`src/hdl/spd_pkg.sv`:
```
// Shared types and constants for the sync packet deframer.
// No dependencies; imported by every module of the block.
package spd_pkg;

   // Frame geometry: bytes numbered from 0, the sync pair being bytes 0 and 1
   localparam int FRAME_BYTES = 17;
   localparam int POS_W       = 5;

   localparam logic [POS_W-1:0] POS_ZERO    = POS_W'(0);
   localparam logic [POS_W-1:0] POS_BODY    = POS_W'(2);
   localparam logic [POS_W-1:0] POS_SEQ     = POS_W'(3);
   localparam logic [POS_W-1:0] POS_ONE_HI  = POS_W'(4);
   localparam logic [POS_W-1:0] POS_ONE_LO  = POS_W'(5);
   localparam logic [POS_W-1:0] POS_TWO_HI  = POS_W'(6);
   localparam logic [POS_W-1:0] POS_TWO_LO  = POS_W'(7);
   localparam logic [POS_W-1:0] POS_LAST    = POS_W'(FRAME_BYTES - 1);

   localparam logic [7:0] SYNC_FIRST  = 8'hA5;
   localparam logic [7:0] SYNC_SECOND = 8'h5A;
   localparam logic [7:0] SEQ_STEP    = 8'h01;

   // Token queue between front and back
   localparam int FIFO_DEPTH = 4;
   localparam int FIFO_PTR_W = $clog2(FIFO_DEPTH);
   localparam int FIFO_CNT_W = $clog2(FIFO_DEPTH + 1);

   typedef enum logic [1:0] {
      PH_HUNT,
      PH_GOT_FIRST,
      PH_BODY
   } phase_type;

   typedef enum logic [2:0] {
      FLD_NONE,
      FLD_SEQ,
      FLD_ONE_HI,
      FLD_ONE_LO,
      FLD_TWO_HI,
      FLD_TWO_LO
   } field_type;

   typedef struct packed {
      logic [7:0] data;
      field_type  field;
      logic       last;
   } token_type;

endpackage

```
`src/hdl/spd_front.sv`:
```
// Front end: sync hunt and byte position tracking, emits field tokens.
// Depends on spd_pkg.
module spd_front import spd_pkg::*; (
   input  logic       clock,
   input  logic       reset,
   input  logic       req_valid,
   output logic       req_ready,
   input  logic [7:0] req_rx_byte,
   input  logic       q_full,
   output logic       push,
   output token_type  push_token
);

   phase_type        phase_ff, phase_in;
   logic [POS_W-1:0] pos_ff, pos_in;
   logic             accept;

   assign req_ready = !q_full;
   assign accept    = req_valid && !q_full;

   // next state
   always_comb begin
      phase_in = phase_ff;
      pos_in   = pos_ff;
      if (accept) begin
         case (phase_ff)
            PH_GOT_FIRST: begin
               // broken pair: this byte is consumed, never retested
               if (req_rx_byte == SYNC_SECOND) begin
                  phase_in = PH_BODY;
                  pos_in   = POS_BODY;
               end else begin
                  phase_in = PH_HUNT;
               end
            end
            PH_BODY: begin
               if (pos_ff == POS_LAST) begin
                  phase_in = PH_HUNT;
                  pos_in   = POS_ZERO;
               end else begin
                  pos_in = pos_ff + POS_W'(1);
               end
            end
            default: begin
               phase_in = (req_rx_byte == SYNC_FIRST) ? PH_GOT_FIRST : PH_HUNT;
            end
         endcase
      end
   end

   // outputs
   always_comb begin
      push_token.data  = req_rx_byte;
      push_token.field = FLD_NONE;
      push_token.last  = 1'b0;
      if (phase_ff == PH_BODY) begin
         push_token.last = (pos_ff == POS_LAST);
         unique case (pos_ff)
            POS_SEQ:    push_token.field = FLD_SEQ;
            POS_ONE_HI: push_token.field = FLD_ONE_HI;
            POS_ONE_LO: push_token.field = FLD_ONE_LO;
            POS_TWO_HI: push_token.field = FLD_TWO_HI;
            POS_TWO_LO: push_token.field = FLD_TWO_LO;
            default:    push_token.field = FLD_NONE;
         endcase
      end
      push = accept && (phase_ff == PH_BODY) &&
             ((push_token.field != FLD_NONE) || push_token.last);
   end

   always_ff @(posedge clock) begin
      if (reset) begin
         phase_ff <= PH_HUNT;
         pos_ff   <= POS_ZERO;
      end else begin
         phase_ff <= phase_in;
         pos_ff   <= pos_in;
      end
   end

endmodule

```
`src/hdl/spd_fifo.sv`:
```
// Short token queue between the front and back ends.
// Depends on spd_pkg.
module spd_fifo import spd_pkg::*; (
   input  logic      clock,
   input  logic      reset,
   input  logic      push,
   input  token_type push_token,
   output logic      full,
   input  logic      pop,
   output token_type pop_token,
   output logic      empty
);

   token_type             store_ff [FIFO_DEPTH];
   logic [FIFO_PTR_W-1:0] wr_ptr_ff, wr_ptr_in;
   logic [FIFO_PTR_W-1:0] rd_ptr_ff, rd_ptr_in;
   logic [FIFO_CNT_W-1:0] count_ff, count_in;
   logic                  do_push, do_pop;

   assign full      = (count_ff == FIFO_CNT_W'(FIFO_DEPTH));
   assign empty     = (count_ff == '0);
   assign do_push   = push && !full;
   assign do_pop    = pop && !empty;
   assign pop_token = store_ff[rd_ptr_ff];

   always_comb begin
      wr_ptr_in = do_push ? wr_ptr_ff + FIFO_PTR_W'(1) : wr_ptr_ff;
      rd_ptr_in = do_pop  ? rd_ptr_ff + FIFO_PTR_W'(1) : rd_ptr_ff;
      count_in  = count_ff + FIFO_CNT_W'(do_push) - FIFO_CNT_W'(do_pop);
   end

   always_ff @(posedge clock) begin
      if (do_push) begin
         store_ff[wr_ptr_ff] <= push_token;
      end
   end

   always_ff @(posedge clock) begin
      if (reset) begin
         wr_ptr_ff <= '0;
         rd_ptr_ff <= '0;
         count_ff  <= '0;
      end else begin
         wr_ptr_ff <= wr_ptr_in;
         rd_ptr_ff <= rd_ptr_in;
         count_ff  <= count_in;
      end
   end

   a_count_bound: assert property (@(posedge clock) disable iff (reset)
      count_ff <= FIFO_CNT_W'(FIFO_DEPTH))
      else $error("token queue count beyond depth");

   a_push_dropped: assert property (@(posedge clock) disable iff (reset)
      push |-> !full)
      else $error("token pushed into full queue");

endmodule

```
`src/hdl/spd_back.sv`:
```
// Back end: assembles frame fields from tokens, checks sequence, holds result.
// Depends on spd_pkg.
module spd_back import spd_pkg::*; (
   input  logic        clock,
   input  logic        reset,
   input  logic        q_empty,
   input  token_type   pop_token,
   output logic        pop,
   output logic        rsp_valid,
   input  logic        rsp_ready,
   output logic [15:0] rsp_channel_one,
   output logic [15:0] rsp_channel_two,
   output logic [7:0]  rsp_sequence_res,
   output logic        rsp_dropped
);

   logic [7:0]  seq_ff, seq_in;
   logic [15:0] one_ff, one_in;
   logic [15:0] two_ff, two_in;
   logic [7:0]  last_seq_ff, last_seq_in;
   logic        seen_ff, seen_in;
   logic        valid_ff, valid_in;
   logic [15:0] out_one_ff, out_one_in;
   logic [15:0] out_two_ff, out_two_in;
   logic [7:0]  out_seq_ff, out_seq_in;
   logic        out_drop_ff, out_drop_in;
   logic        finish, drop;

   // a frame end may only leave the queue when the result register frees up
   assign pop    = !q_empty && (!pop_token.last || !valid_ff || rsp_ready);
   assign finish = pop && pop_token.last;

   always_comb begin
      seq_in = seq_ff;
      one_in = one_ff;
      two_in = two_ff;
      if (pop) begin
         unique case (pop_token.field)
            FLD_SEQ:    seq_in = pop_token.data;
            FLD_ONE_HI: one_in = {pop_token.data, one_ff[7:0]};
            FLD_ONE_LO: one_in = {one_ff[15:8], pop_token.data};
            FLD_TWO_HI: two_in = {pop_token.data, two_ff[7:0]};
            FLD_TWO_LO: two_in = {two_ff[15:8], pop_token.data};
            default:    ;
         endcase
      end
      drop = seen_ff && ((seq_in - last_seq_ff) != SEQ_STEP);

      last_seq_in = finish ? seq_in : last_seq_ff;
      seen_in     = seen_ff || finish;
      out_one_in  = finish ? one_in : out_one_ff;
      out_two_in  = finish ? two_in : out_two_ff;
      out_seq_in  = finish ? seq_in : out_seq_ff;
      out_drop_in = finish ? drop   : out_drop_ff;
      priority if (finish) begin
         valid_in = 1'b1;
      end else if (rsp_ready) begin
         valid_in = 1'b0;
      end else begin
         valid_in = valid_ff;
      end
   end

   always_ff @(posedge clock) begin
      seq_ff     <= seq_in;
      one_ff     <= one_in;
      two_ff     <= two_in;
      out_one_ff <= out_one_in;
      out_two_ff <= out_two_in;
      out_seq_ff <= out_seq_in;
      out_drop_ff <= out_drop_in;
   end

   always_ff @(posedge clock) begin
      if (reset) begin
         last_seq_ff <= '0;
         seen_ff     <= 1'b0;
         valid_ff    <= 1'b0;
      end else begin
         last_seq_ff <= last_seq_in;
         seen_ff     <= seen_in;
         valid_ff    <= valid_in;
      end
   end

   assign rsp_valid        = valid_ff;
   assign rsp_channel_one  = out_one_ff;
   assign rsp_channel_two  = out_two_ff;
   assign rsp_sequence_res = out_seq_ff;
   assign rsp_dropped      = out_drop_ff;

   a_finish_shows: assert property (@(posedge clock) disable iff (reset)
      finish |=> valid_ff)
      else $error("frame end did not load result register");

   a_seen_sticky: assert property (@(posedge clock) disable iff (reset)
      seen_ff |=> seen_ff)
      else $error("frame seen flag cleared");

   a_no_overwrite: assert property (@(posedge clock) disable iff (reset)
      finish |-> (!valid_ff || rsp_ready))
      else $error("pending result overwritten");

   a_first_clean: assert property (@(posedge clock) disable iff (reset)
      (valid_ff && out_drop_ff) |-> seen_ff)
      else $error("drop flagged before any frame seen");

endmodule

```
`src/hdl/sync_packet_deframer_core.sv`:
```
// Top level of the sync packet deframer: front end, token queue, back end.
// Depends on spd_pkg, spd_front, spd_fifo and spd_back.
//
// Usage:
//  - req_ channel carries one received serial byte per transaction
//    (req_rx_byte). Bytes are hunted for the sync pair A5 5A; a byte after
//    A5 that is not 5A is swallowed. After the pair the rest of a
//    FRAME_BYTES frame is collected; sync values inside a frame are data.
//  - rsp_ channel carries one transaction per complete frame: the two
//    big-endian samples (bytes 4,5 and 6,7), the sequence byte (byte 3)
//    and a dropped flag, set when an earlier frame exists and the sequence
//    did not advance by one modulo 256.
//  - Throughput: one byte per cycle while the token queue is not full. The last frame
//    byte reaches rsp_valid through the queue write, then the result register.
//  - The front end only queues the bytes that carry fields plus the frame
//    end, so a stalled receiver backs up the 4-entry token queue before
//    req_ready drops; bytes keep flowing into the queue while a result waits.
//  - Reset (synchronous, active high) returns to hunting, empties the queue,
//    clears the pending result and forgets any earlier frame.
module sync_packet_deframer_core import spd_pkg::*; (
   input  logic        clock,
   input  logic        reset,
   input  logic        req_valid,
   output logic        req_ready,
   input  logic [7:0]  req_rx_byte,
   output logic        rsp_valid,
   input  logic        rsp_ready,
   output logic [15:0] rsp_channel_one,
   output logic [15:0] rsp_channel_two,
   output logic [7:0]  rsp_sequence_res,
   output logic        rsp_dropped
);

   token_type push_token, pop_token;
   logic      push, pop, q_full, q_empty;

   // hunt and position tracking
   spd_front u_front (
      .clock       (clock),
      .reset       (reset),
      .req_valid   (req_valid),
      .req_ready   (req_ready),
      .req_rx_byte (req_rx_byte),
      .q_full      (q_full),
      .push        (push),
      .push_token  (push_token)
   );

   // decouples the byte stream from result backpressure
   spd_fifo u_fifo (
      .clock      (clock),
      .reset      (reset),
      .push       (push),
      .push_token (push_token),
      .full       (q_full),
      .pop        (pop),
      .pop_token  (pop_token),
      .empty      (q_empty)
   );

   // field assembly, sequence check and result register
   spd_back u_back (
      .clock            (clock),
      .reset            (reset),
      .q_empty          (q_empty),
      .pop_token        (pop_token),
      .pop              (pop),
      .rsp_valid        (rsp_valid),
      .rsp_ready        (rsp_ready),
      .rsp_channel_one  (rsp_channel_one),
      .rsp_channel_two  (rsp_channel_two),
      .rsp_sequence_res (rsp_sequence_res),
      .rsp_dropped      (rsp_dropped)
   );

endmodule

```
`config.mk`:
```
export PLATFORM = sky130hd
export DESIGN_NAME = sync_packet_deframer_core
export DESIGN_NICKNAME = d
export VERILOG_FILES = /design/src/hdl/spd_pkg.sv /design/src/hdl/spd_front.sv /design/src/hdl/spd_fifo.sv /design/src/hdl/spd_back.sv /design/src/hdl/sync_packet_deframer_core.sv
export SDC_FILE = /design/constraint.sdc
export NUM_CORES = 1
export LEC_CHECK = 0
export BUFFER_PORTS_ARGS = -buffer_cell sky130_fd_sc_hd__buf_2
export CORE_MARGIN = 2
export CORE_UTILIZATION = 51
export CTS_CLUSTER_DIAMETER = 100
export CTS_CLUSTER_SIZE = 14
export DETAILED_ROUTE_END_ITERATION = 7
export GPL_TIMING_DRIVEN = 0
export PLACE_DENSITY = 0.74
export SYNTH_ARGS = -nofsm -noshare
export SYNTH_HDL_FRONTEND = slang
export SYNTH_SLANG_ARGS = --single-unit
```
`constraint.sdc`:
```
create_clock -name clock -period 3.5 [get_ports clock]
set_clock_uncertainty 0.05 [all_clocks]
set_input_delay 0.35 -clock clock [delete_from_list [all_inputs] [get_ports clock]]
set_output_delay 0.35 -clock clock [all_outputs]
set_load 0.05 [all_outputs]
```
==> out/metrics.cfg, run 1 <==
[run_status]
status = finished with violations
violations = negative setup slack

[clock_network]
path_clk_slew_ps = 70
clk_latency_ps = 430
htree_levels = 4
cts_made_buffers = 17
cts_tree = done
clockBufferDepth = 2
ctsRootBufferMaster = clkbuf_16
ctsHoldBuffers = 0
cts_sinks = 155

[detailed_routing]
wl_per_cell_um = 16.5
first_pass_iters = 5
drt_iter0_markers = 116
drc = 0
vias = 3296
routed_wl_um = 10300
vias_per_cell = 5.28
ant_nets = 0

[logic_synthesis]
syn_avg_cell_area_um2 = 15.5
synthTopCellsByArea = edfxtp_1 (45%), dfxtp_1 (22%), mux2_2 (7.1%), mux4_1 (4.8%), ha_1 (4.0%)
synth_area_um2 = 6010
ys_types = 49
ys_ff_latch = 155
synth_nets = 421
synthCells = 388
yosysSeqAreaShare_pct = 66.5
yosysWarningCount = 0
synth_top_area_share_pct = 44.5
yosysTopAreaCell = edfxtp_1

[worst_setup_path]
cp.arrival_ps = 3650
crit_chain = mux4_2 -> a21boi_4 -> and3_4 -> mux2i_4 -> ha_2 -> inv_2 -> fa_2 -> a211oi_2 -> o21bai_1 -> a21oi_1 -> xor2_1 -> o2111ai_1 -> o31a_1
worstSetupStartpointType = flop
worst-path-buf-inv = 1
end_kind = flop
crit_fanout = 5
crit_required_ps = 3630
worstSetupPathType = reg -> reg
crit_slowest_cell = mux4_2
cp_top_family = compound AO/OA/AOI/OAI gates
cp_slowest_stage_delay_ps = 550

[flow_run]
maxCapViolations = 0

[floorplan]
start_util_pct = 52.4
dieArea_um2 = 12700
rows = 39
die_x_um = 113
pin_count = 55
coreArea_um2 = 11500
fp.dieH_um = 113

[pwr]
p_per_area_nw_per_um2 = 584
ir_drop_mv = 0.360
fin_total_pwr_mw = 4.15
p_leak_nw = 2.59

[timing]
rsz0062_at_grt = yes
maxClockFrequency_ghz = 0.284
timing.hold.ws_ps = 115
worst_slew_pin_slew_ps = 1130
fin_crit_sh_pct = 100
slew_headroom_pct = 24.4
post-route-worst-setup-slack_ps = -17.5
hold_violations = 0
finalSetupViolCount = 1
min_period_ps = 3520
drv_slew = 0
setup_tns_ps = -17.5

[cells_and_area]
design_area_um2 = 7120
syn_to_final_growth_pct = 18.5
diodes = 0
mostFrequentLayoutCell = edfxtp_1
layout-drive-gt1-share_pct = 32.6
layout_common_cells = edfxtp_1 (89), dfxtp_1 (65), buf_2 (54)
finalNonFillerCells = 624
fin_util_pct = 62.1
layout.nets = 501

[placement]
portBuffers = 53
place_area_um2 = 6470
place_worst_setup_slack_ps = -303
post-dp-hpwl_um = 6820
routabilityCongestion = 0.801
placedCellCount = 584

[grt]
grt_pass1_wl_um = 16500
track_usage_pct = 17.4
grt_pass1_vias = 3283
grt_use_met1_pct = 22.0
grt.overflow.total = 0
antenna_found_initial = 0
top_usage_layer = met2
grt_max_degree = 51
met3_usage_pct = 5.45
met2_usage_pct = 27.3

[worst_hold_path]
min_path_type = in -> reg
min_from = req_rx_byte[1]

[final timing paths]
check | end | slack [ps] | depth (start not counted)
min | u_fifo.store_ff[3][5]$_DFFE_PP_ | 110 | 1
max | u_back.rsp_dropped$_DFFE_PP_ | -20 | 13
max reg2reg | u_back.rsp_dropped$_DFFE_PP_ | -20 | 13
min reg2reg | u_back.two_ff[2]$_DFF_P_ | 420 | 1
[area by class of cell]
| class | count | area (um2) |
|---|---|---|
| inverters | 19 | 71.3 |
| repair buffers | 62 | 333 |
| multi-input cells | 205 | 1930 |
| clock buffers | 19 | 453 |
| well taps | 143 | 179 |
| plain buffers | 8 | 51.3 |
| clock inverters | 13 | 106 |
| flip-flops and latches | 155 | 4000 |
| fillers | 854 | 4350 |
[power by group]
part           internal [mW]  switching, mW  total [mW]
clock                  0.959          0.744        1.70
combinational          0.222          0.248       0.471
sequential              1.95         0.0294        1.98
total                   3.13           1.02        4.15
[kinds of logic (layout without fill, tap and decap cells)]
kind of cell             after synthesis  in the layout  share of synthesized area (%)
flip-flops                           155            155                           66.5
AND/OR/NAND/NOR                       84             84                           7.35
multiplexers                          61             61                           14.4
AO/OA/AOI/OAI                         30             30                           3.58
buffers and inverters                 28            121                           2.04
adder cells (fa/ha/maj)               21             21                           4.63
XOR/XNOR                               9              9                           1.54
[cells in the mapped netlist, drive strengths merged]
library cell   n
edfxtp        89
dfxtp         66
mux2          38
nor2          35
ha            19
inv           19
mux4          12
mux2i         11
a21oi          9
nand2          8
nor2b          7
and2           6
o21ai          6
clkbuf         5
xnor2          5
a211oi         4
buf            4
nand2b         4
nor3           4
nand3          3
nor4bb         3
or3            3
xor2           3
and2b          2
fa             2
nand3b         2
or3b           2
a2111oi        1
a21boi         1
a21o           1
and3           1
and4b          1
nor3b          1
o2111ai        1
o21a           1
o21bai         1
o2bb2ai        1
o311a          1
o31a           1
o31ai          1
o32a           1
or2            1
or4            1
xnor3          1
[worst register-to-register path: cells and delay by family, from the launching register on]
kind / cells / cell delay [ps]
adder cells (fa/ha/maj): 2 / 550
XOR/XNOR: 1 / 180
buffers and inverters: 1 / 40
multiplexers: 2 / 790
AO/OA/AOI/OAI: 6 / 1050
flip-flops: 1 / 370
AND/OR/NAND/NOR: 1 / 250
[state kept, by name (all words and copies together), names as in the netlist, 8 cells and up, named ones only]
register / count
u_back.last_seq_ff: 8
u_back.one_ff: 16
u_back.rsp_channel_one: 16
u_back.rsp_channel_two: 16
u_back.rsp_sequence_res: 8
u_back.seq_ff: 8
u_back.two_ff: 16
u_fifo.store_ff: 48
[what timing repair did]
| item | CTS | global route |
|---|---|---|
| pin swaps | 6 | 5 |
| endpoints found under the setup margin | 1 | 1 |
| buffers inserted | 6 | 3 |
| gates resized for setup | 5 | 2 |
[routing by layer]
| layer | share of wire, % | vias to the layer above |
|---|---|---|
| li1 | - | 1599 |
| met1 | 45 | 1587 |
| met3 | 4.5 | 19 |
| met2 | 49 | 91 |
| met4 | 2.0 | 0 |
| met5 | 0 | - |
Note: power is estimated with default switching activity, not from simulation.
==> inputs of run 2 (changes only) <==
- HOLD_SLACK_MARGIN: default -> 0.12
- SETUP_SLACK_MARGIN: default -> 0.2
==> out/metrics.cfg, run 2 (same netlist as run 1, synthesis figures left out) <==
[detailed_routing]
first_pass_iters = 5
vias = 3317
drc = 0
vias_per_cell = 5.30
routed_wl_um = 10400
ant_nets = 0
drt_iter0_markers = 185
wl_per_cell_um = 16.6

[cells_and_area]
multi_input_area_um2 = 1930
syn_to_final_growth_pct = 19.6
mostFrequentLayoutCell = edfxtp_1
diodes = 0
layout.nets = 503
fin_util_pct = 62.6
layout_common_cells = edfxtp_1 (89), dfxtp_1 (65), buf_2 (54)
largest_register = u_fifo.store_ff
regArea_um2 = 4000
largest_register_ffs = 48
finalNonFillerCells = 626
fill_cells = 839
layout-drive-gt1-share_pct = 32.1

[placement]
post-dp-hpwl_um = 6810
place_worst_setup_slack_ps = -336
placedCellCount = 584
routabilityCongestion = 0.791
portBuffers = 53

[worst_setup_path]
end_kind = flop
ff2ff_path_depth = 14
worstSetupStartpointType = flop
worstSetupPathType = reg -> reg
worstReg2RegEnd = u_back.rsp_dropped$_DFFE_PP_
cp_slowest_stage_delay_ps = 560
crit_chain = mux4_2 -> a21boi_4 -> and3_4 -> buf_8 -> mux2i_4 -> ha_2 -> inv_2 -> fa_2 -> a211oi_2 -> o21bai_1 -> a21oi_2 -> xor2_1 -> o2111ai_1 -> o31a_1
crit_fanout = 5
cp.arrival_ps = 3780
rrSetupSlack_ps = -160
crit_slowest_cell = mux4_2
crit_required_ps = 3620

[timing]
drv_slew = 0
maxClockFrequency_ghz = 0.273
slew_headroom_pct = 25.8
worst_slew_pin_slew_ps = 1110
setup_tns_ps = -160
post-route-worst-setup-slack_ps = -160
hold_violations = 0
rsz0062_at_grt = yes
min_period_ps = 3660
fin_crit_sh_pct = 105
finalSetupViolCount = 1

[floorplan]
fp.dieH_um = 113
coreArea_um2 = 11500
start_util_pct = 52.4
pin_count = 55
dieArea_um2 = 12700
rows = 39
die_x_um = 113

[grt]
grt.overflow.total = 0
grt_max_degree = 51
antenna_found_initial = 0
track_usage_pct = 17.5
grt_pass1_wl_um = 16600
grt_pass1_vias = 3312

[worst_hold_path]
holdPathEnd = u_fifo.store_ff[1][10]$_DFFE_PP_
min_path_type = in -> reg
min_path_cells = 1
min_from = req_rx_byte[6]

[pwr]
p_leak_nw = 2.60
fin_total_pwr_mw = 4.23
p_per_area_nw_per_um2 = 588
ir_drop_mv = 0.366

[run_status]
violations = negative setup slack
status = finished with violations

[clock_network]
ctsRootBufferMaster = clkbuf_16
htree_levels = 4
clockBufferDepth = 2
cts_tree = done
cts_sinks = 155
cts_made_buffers = 17
clk_latency_ps = 420
path_clk_slew_ps = 60

[flow_run]
maxCapViolations = 0

[run 2: cell types whose count changed in the layout (fill, tap and decap cells not counted), sizes merged]
cell / before / now
clkinv: 7 / 6
bufinv: 0 / 1
inv: 25 / 24
buf: 64 / 62
dlygate4sd3: 0 / 4
clkinvlp: 0 / 1
[run 2: how the worst max path moves through the flow]
stage                                              end  from  depth (start not counted)  slack [ps]
final                     u_back.rsp_dropped$_DFFE_PP_  flop                         14        -160
after CTS                 u_back.rsp_dropped$_DFFE_PP_  flop                         14        -200
after global routing      u_back.rsp_dropped$_DFFE_PP_  flop                         14        -280
after detailed placement  u_back.rsp_dropped$_DFFE_PP_  flop                         14        -340
after global placement    u_back.rsp_dropped$_DFFE_PP_  flop                         14        -280
after floorplan           u_back.rsp_dropped$_DFFE_PP_  flop                         14          10
[run 2: layout make-up]
| class | instances | share of cell area (%) |
|---|---|---|
| tap | 143 | 2.49 |
| clock inverter | 13 | 1.88 |
| inverter | 19 | 0.993 |
| buffer | 9 | 0.924 |
| sequential | 155 | 55.7 |
| clock buffer | 19 | 6.31 |
| multi-input combinational | 205 | 26.9 |
| timing repair buffer | 63 | 4.88 |
[run 2: stage by stage]
stage          hold WS (ps)  instance area (um2)
2_1_floorplan           391                 6030
3_3_place_gp            402                 6470
3_5_place_dp            410                 6470
4_1_cts                 122                 7160
5_1_grt                 151                 7180
6_report                151                 7180
[run 2: timing repair]
action	4_1_cts	5_1_grt
buffers inserted	4	2
hold buffers	4	0
hold endpoints to repair	14	0
gates resized for setup	5	3
setup endpoints to repair	1	1
pin swaps	7	7
[run 2: metal layers]
metal / GRT usage (%) / vias up / part of all wire (%) / routed length [um]
li1: - / 1597 / - / -
met1: 21.4 / 1644 / 45 / 4670
met2: 29.3 / 63 / 50 / 5240
met3: 4.97 / 13 / 3.3 / 345
met4: 7.24 / 0 / 1.3 / 131
met5: 0 / - / 0 / 0
[run 2: worst max-delay path: cells and delay by family (launching register included)]
family	cells	cell delay, ps
mux	2	780
buf+inv	2	150
simple gates	1	210
fa+ha+maj	2	540
compound gates	6	1120
flops	1	390
xor+xnor	1	180
[run 2: where the power goes]
| group | internal [mW] | leakage, nW | switching, mW | total, mW |
|---|---|---|---|---|
| sequential | 1.95 | 1.29 | 0.0315 | 1.98 |
| clock | 1.03 | 0.287 | 0.741 | 1.78 |
| combinational | 0.220 | 1.02 | 0.248 | 0.468 |
| total | 3.21 | 2.60 | 1.02 | 4.23 |
==> inputs of run 3 (changes only) <==
- clock period: 3.5 -> 3.07 ns (I/O delays scaled with it)
==> out/metrics.cfg, run 3 (same netlist as run 1, synthesis figures left out) <==
[worst_setup_path]
worstSetupStartpointType = flop
crit_chain = mux4_2 -> a21boi_4 -> and3_4 -> buf_8 -> mux2i_4 -> ha_2 -> inv_2 -> fa_2 -> a211oi_2 -> o21bai_1 -> a21oi_2 -> xor2_1 -> o2111ai_1 -> o31a_1
ff2ff_path_depth = 14
rrSetupSlack_ps = -590
cp_top_family = compound AO/OA/AOI/OAI gates
worstSetupPathType = reg -> reg
crit_required_ps = 3190
cp.arrival_ps = 3780
end_kind = flop
worstReg2RegEnd = u_back.rsp_dropped$_DFFE_PP_
worst-path-buf-inv = 2
cp_slowest_stage_delay_ps = 560
crit_fanout = 5
crit_slowest_cell = mux4_2

[grt]
track_usage_pct = 17.5
grt_pass1_wl_um = 16600
grt_max_degree = 51
antenna_found_initial = 0
grt.overflow.total = 0
grt_pass1_vias = 3316

[cells_and_area]
diodes = 0
design_area_um2 = 7220
layout_common_cells = edfxtp_1 (89), dfxtp_1 (65), buf_2 (53)
mostFrequentLayoutCell = edfxtp_1
layout.nets = 507
largest_register_ffs = 48
finalNonFillerCells = 630
fill_cells = 835
largest_register = u_fifo.store_ff
syn_to_final_growth_pct = 20.3
layout-drive-gt1-share_pct = 31.8

[worst_hold_path]
min_from = reset
min_path_cells = 2
holdPathEnd = u_fifo.count_ff[0]$_SDFF_PP0_
min_path_type = in -> reg

[floorplan]
die_x_um = 113
fp.dieH_um = 113
coreArea_um2 = 11500
dieArea_um2 = 12700
pin_count = 55
rows = 39
start_util_pct = 52.4

[placement]
place_area_um2 = 6470
placedCellCount = 584
routabilityCongestion = 0.791
post-dp-hpwl_um = 6810
portBuffers = 53

[clock_network]
htree_levels = 4
ctsRootBufferMaster = clkbuf_16
cts_sinks = 155
clk_latency_ps = 420
cts_tree = done
path_clk_slew_ps = 60
clockBufferDepth = 2
cts_made_buffers = 17

[run_status]
violations = negative setup slack
status = finished with violations

[detailed_routing]
routed_wl_um = 10400
drt_iter0_markers = 164
drc = 0
wl_per_cell_um = 16.5
ant_nets = 0
vias_per_cell = 5.27
vias = 3323
first_pass_iters = 5

[timing]
maxClockFrequency_ghz = 0.273
rsz0062_at_grt = yes
timing.hold.ws_ps = 223
setup_tns_ps = -594
drv_slew = 0
worst_slew_pin_slew_ps = 799
fin_crit_sh_pct = 119
min_period_ps = 3660
finalSetupViolCount = 1
slew_headroom_pct = 46.6
hold_violations = 0
post-route-worst-setup-slack_ps = -594

[pwr]
p_per_area_nw_per_um2 = 667
fin_total_pwr_mw = 4.82
p_leak_nw = 2.62
pwr-share-seq_pct = 46.9
ir_drop_mv = 0.417
p_switching_mw = 1.16
p_int_mw = 3.66
combPwrFrac_pct = 11.1
power.share.switching_pct = 24.1
clkPwrFrac_pct = 42.0

[flow_run]
maxCapViolations = 0

## run 3: cell types whose count changed in the layout (fill, tap and decap cells not counted), sizes merged
cell	delta
dlygate4sd3	+4
## run 3: per-layer routing
layer  up-vias  wire [um]  global-route usage (%)
met5         -          0                       0
met3        13        338                    4.91
met1      1634       4680                    21.3
li1       1607          -                       -
met2        69       5240                    29.4
met4         0        145                    7.24
## run 3: area by class of cell
class,instances,area (um2),area share (%)
clock inverter,13,135,1.87
buffer,9,68.8,0.953
clock buffer,19,453,6.27
sequential,155,4000,55.3
multi-input combinational,205,1930,26.7
timing repair buffer,67,390,5.40
tap,143,179,2.48
inverter,19,71.3,0.987
## run 3: what timing repair did
action | in CTS | in global routing
pin swaps | 7 | 7
hold buffers | 8 | 0
hold endpoints to repair | 32 | 0
endpoints found under the setup margin | 48 | 5
setup buffers | 4 | 2
gates resized for setup | 6 | 3
## run 3: per-stage QoR
step	setup slack, ps	util, %
4_1_cts	-630	62.8
5_1_grt	-712	63.0
3_5_place_dp	-766	56.5
3_3_place_gp	-714	56.5
2_1_floorplan	-418	-
6_report	-594	63.0
## run 3: worst max path at each step
stage                                        end  startpoint  slack (ps)  depth (start not counted)
floorplan           u_back.rsp_dropped$_DFFE_PP_        flop        -420                         14
global placement    u_back.rsp_dropped$_DFFE_PP_        flop        -710                         14
detailed placement  u_back.rsp_dropped$_DFFE_PP_        flop        -770                         14
CTS                 u_back.rsp_dropped$_DFFE_PP_        flop        -630                         14
global route        u_back.rsp_dropped$_DFFE_PP_        flop        -710                         14
finish              u_back.rsp_dropped$_DFFE_PP_        flop        -590                         14
## run 3: power groups by stage
stage	registers [mW]	clock network, mW	logic, mW
5_1_grt	2.26	2.14	0.596
4_1_cts	2.26	2.06	0.525
3_3_place_gp	2.30	0	0.472
6_report	2.26	2.02	0.537
3_5_place_dp	2.30	0	0.483
2_1_floorplan	2.29	0	0.361
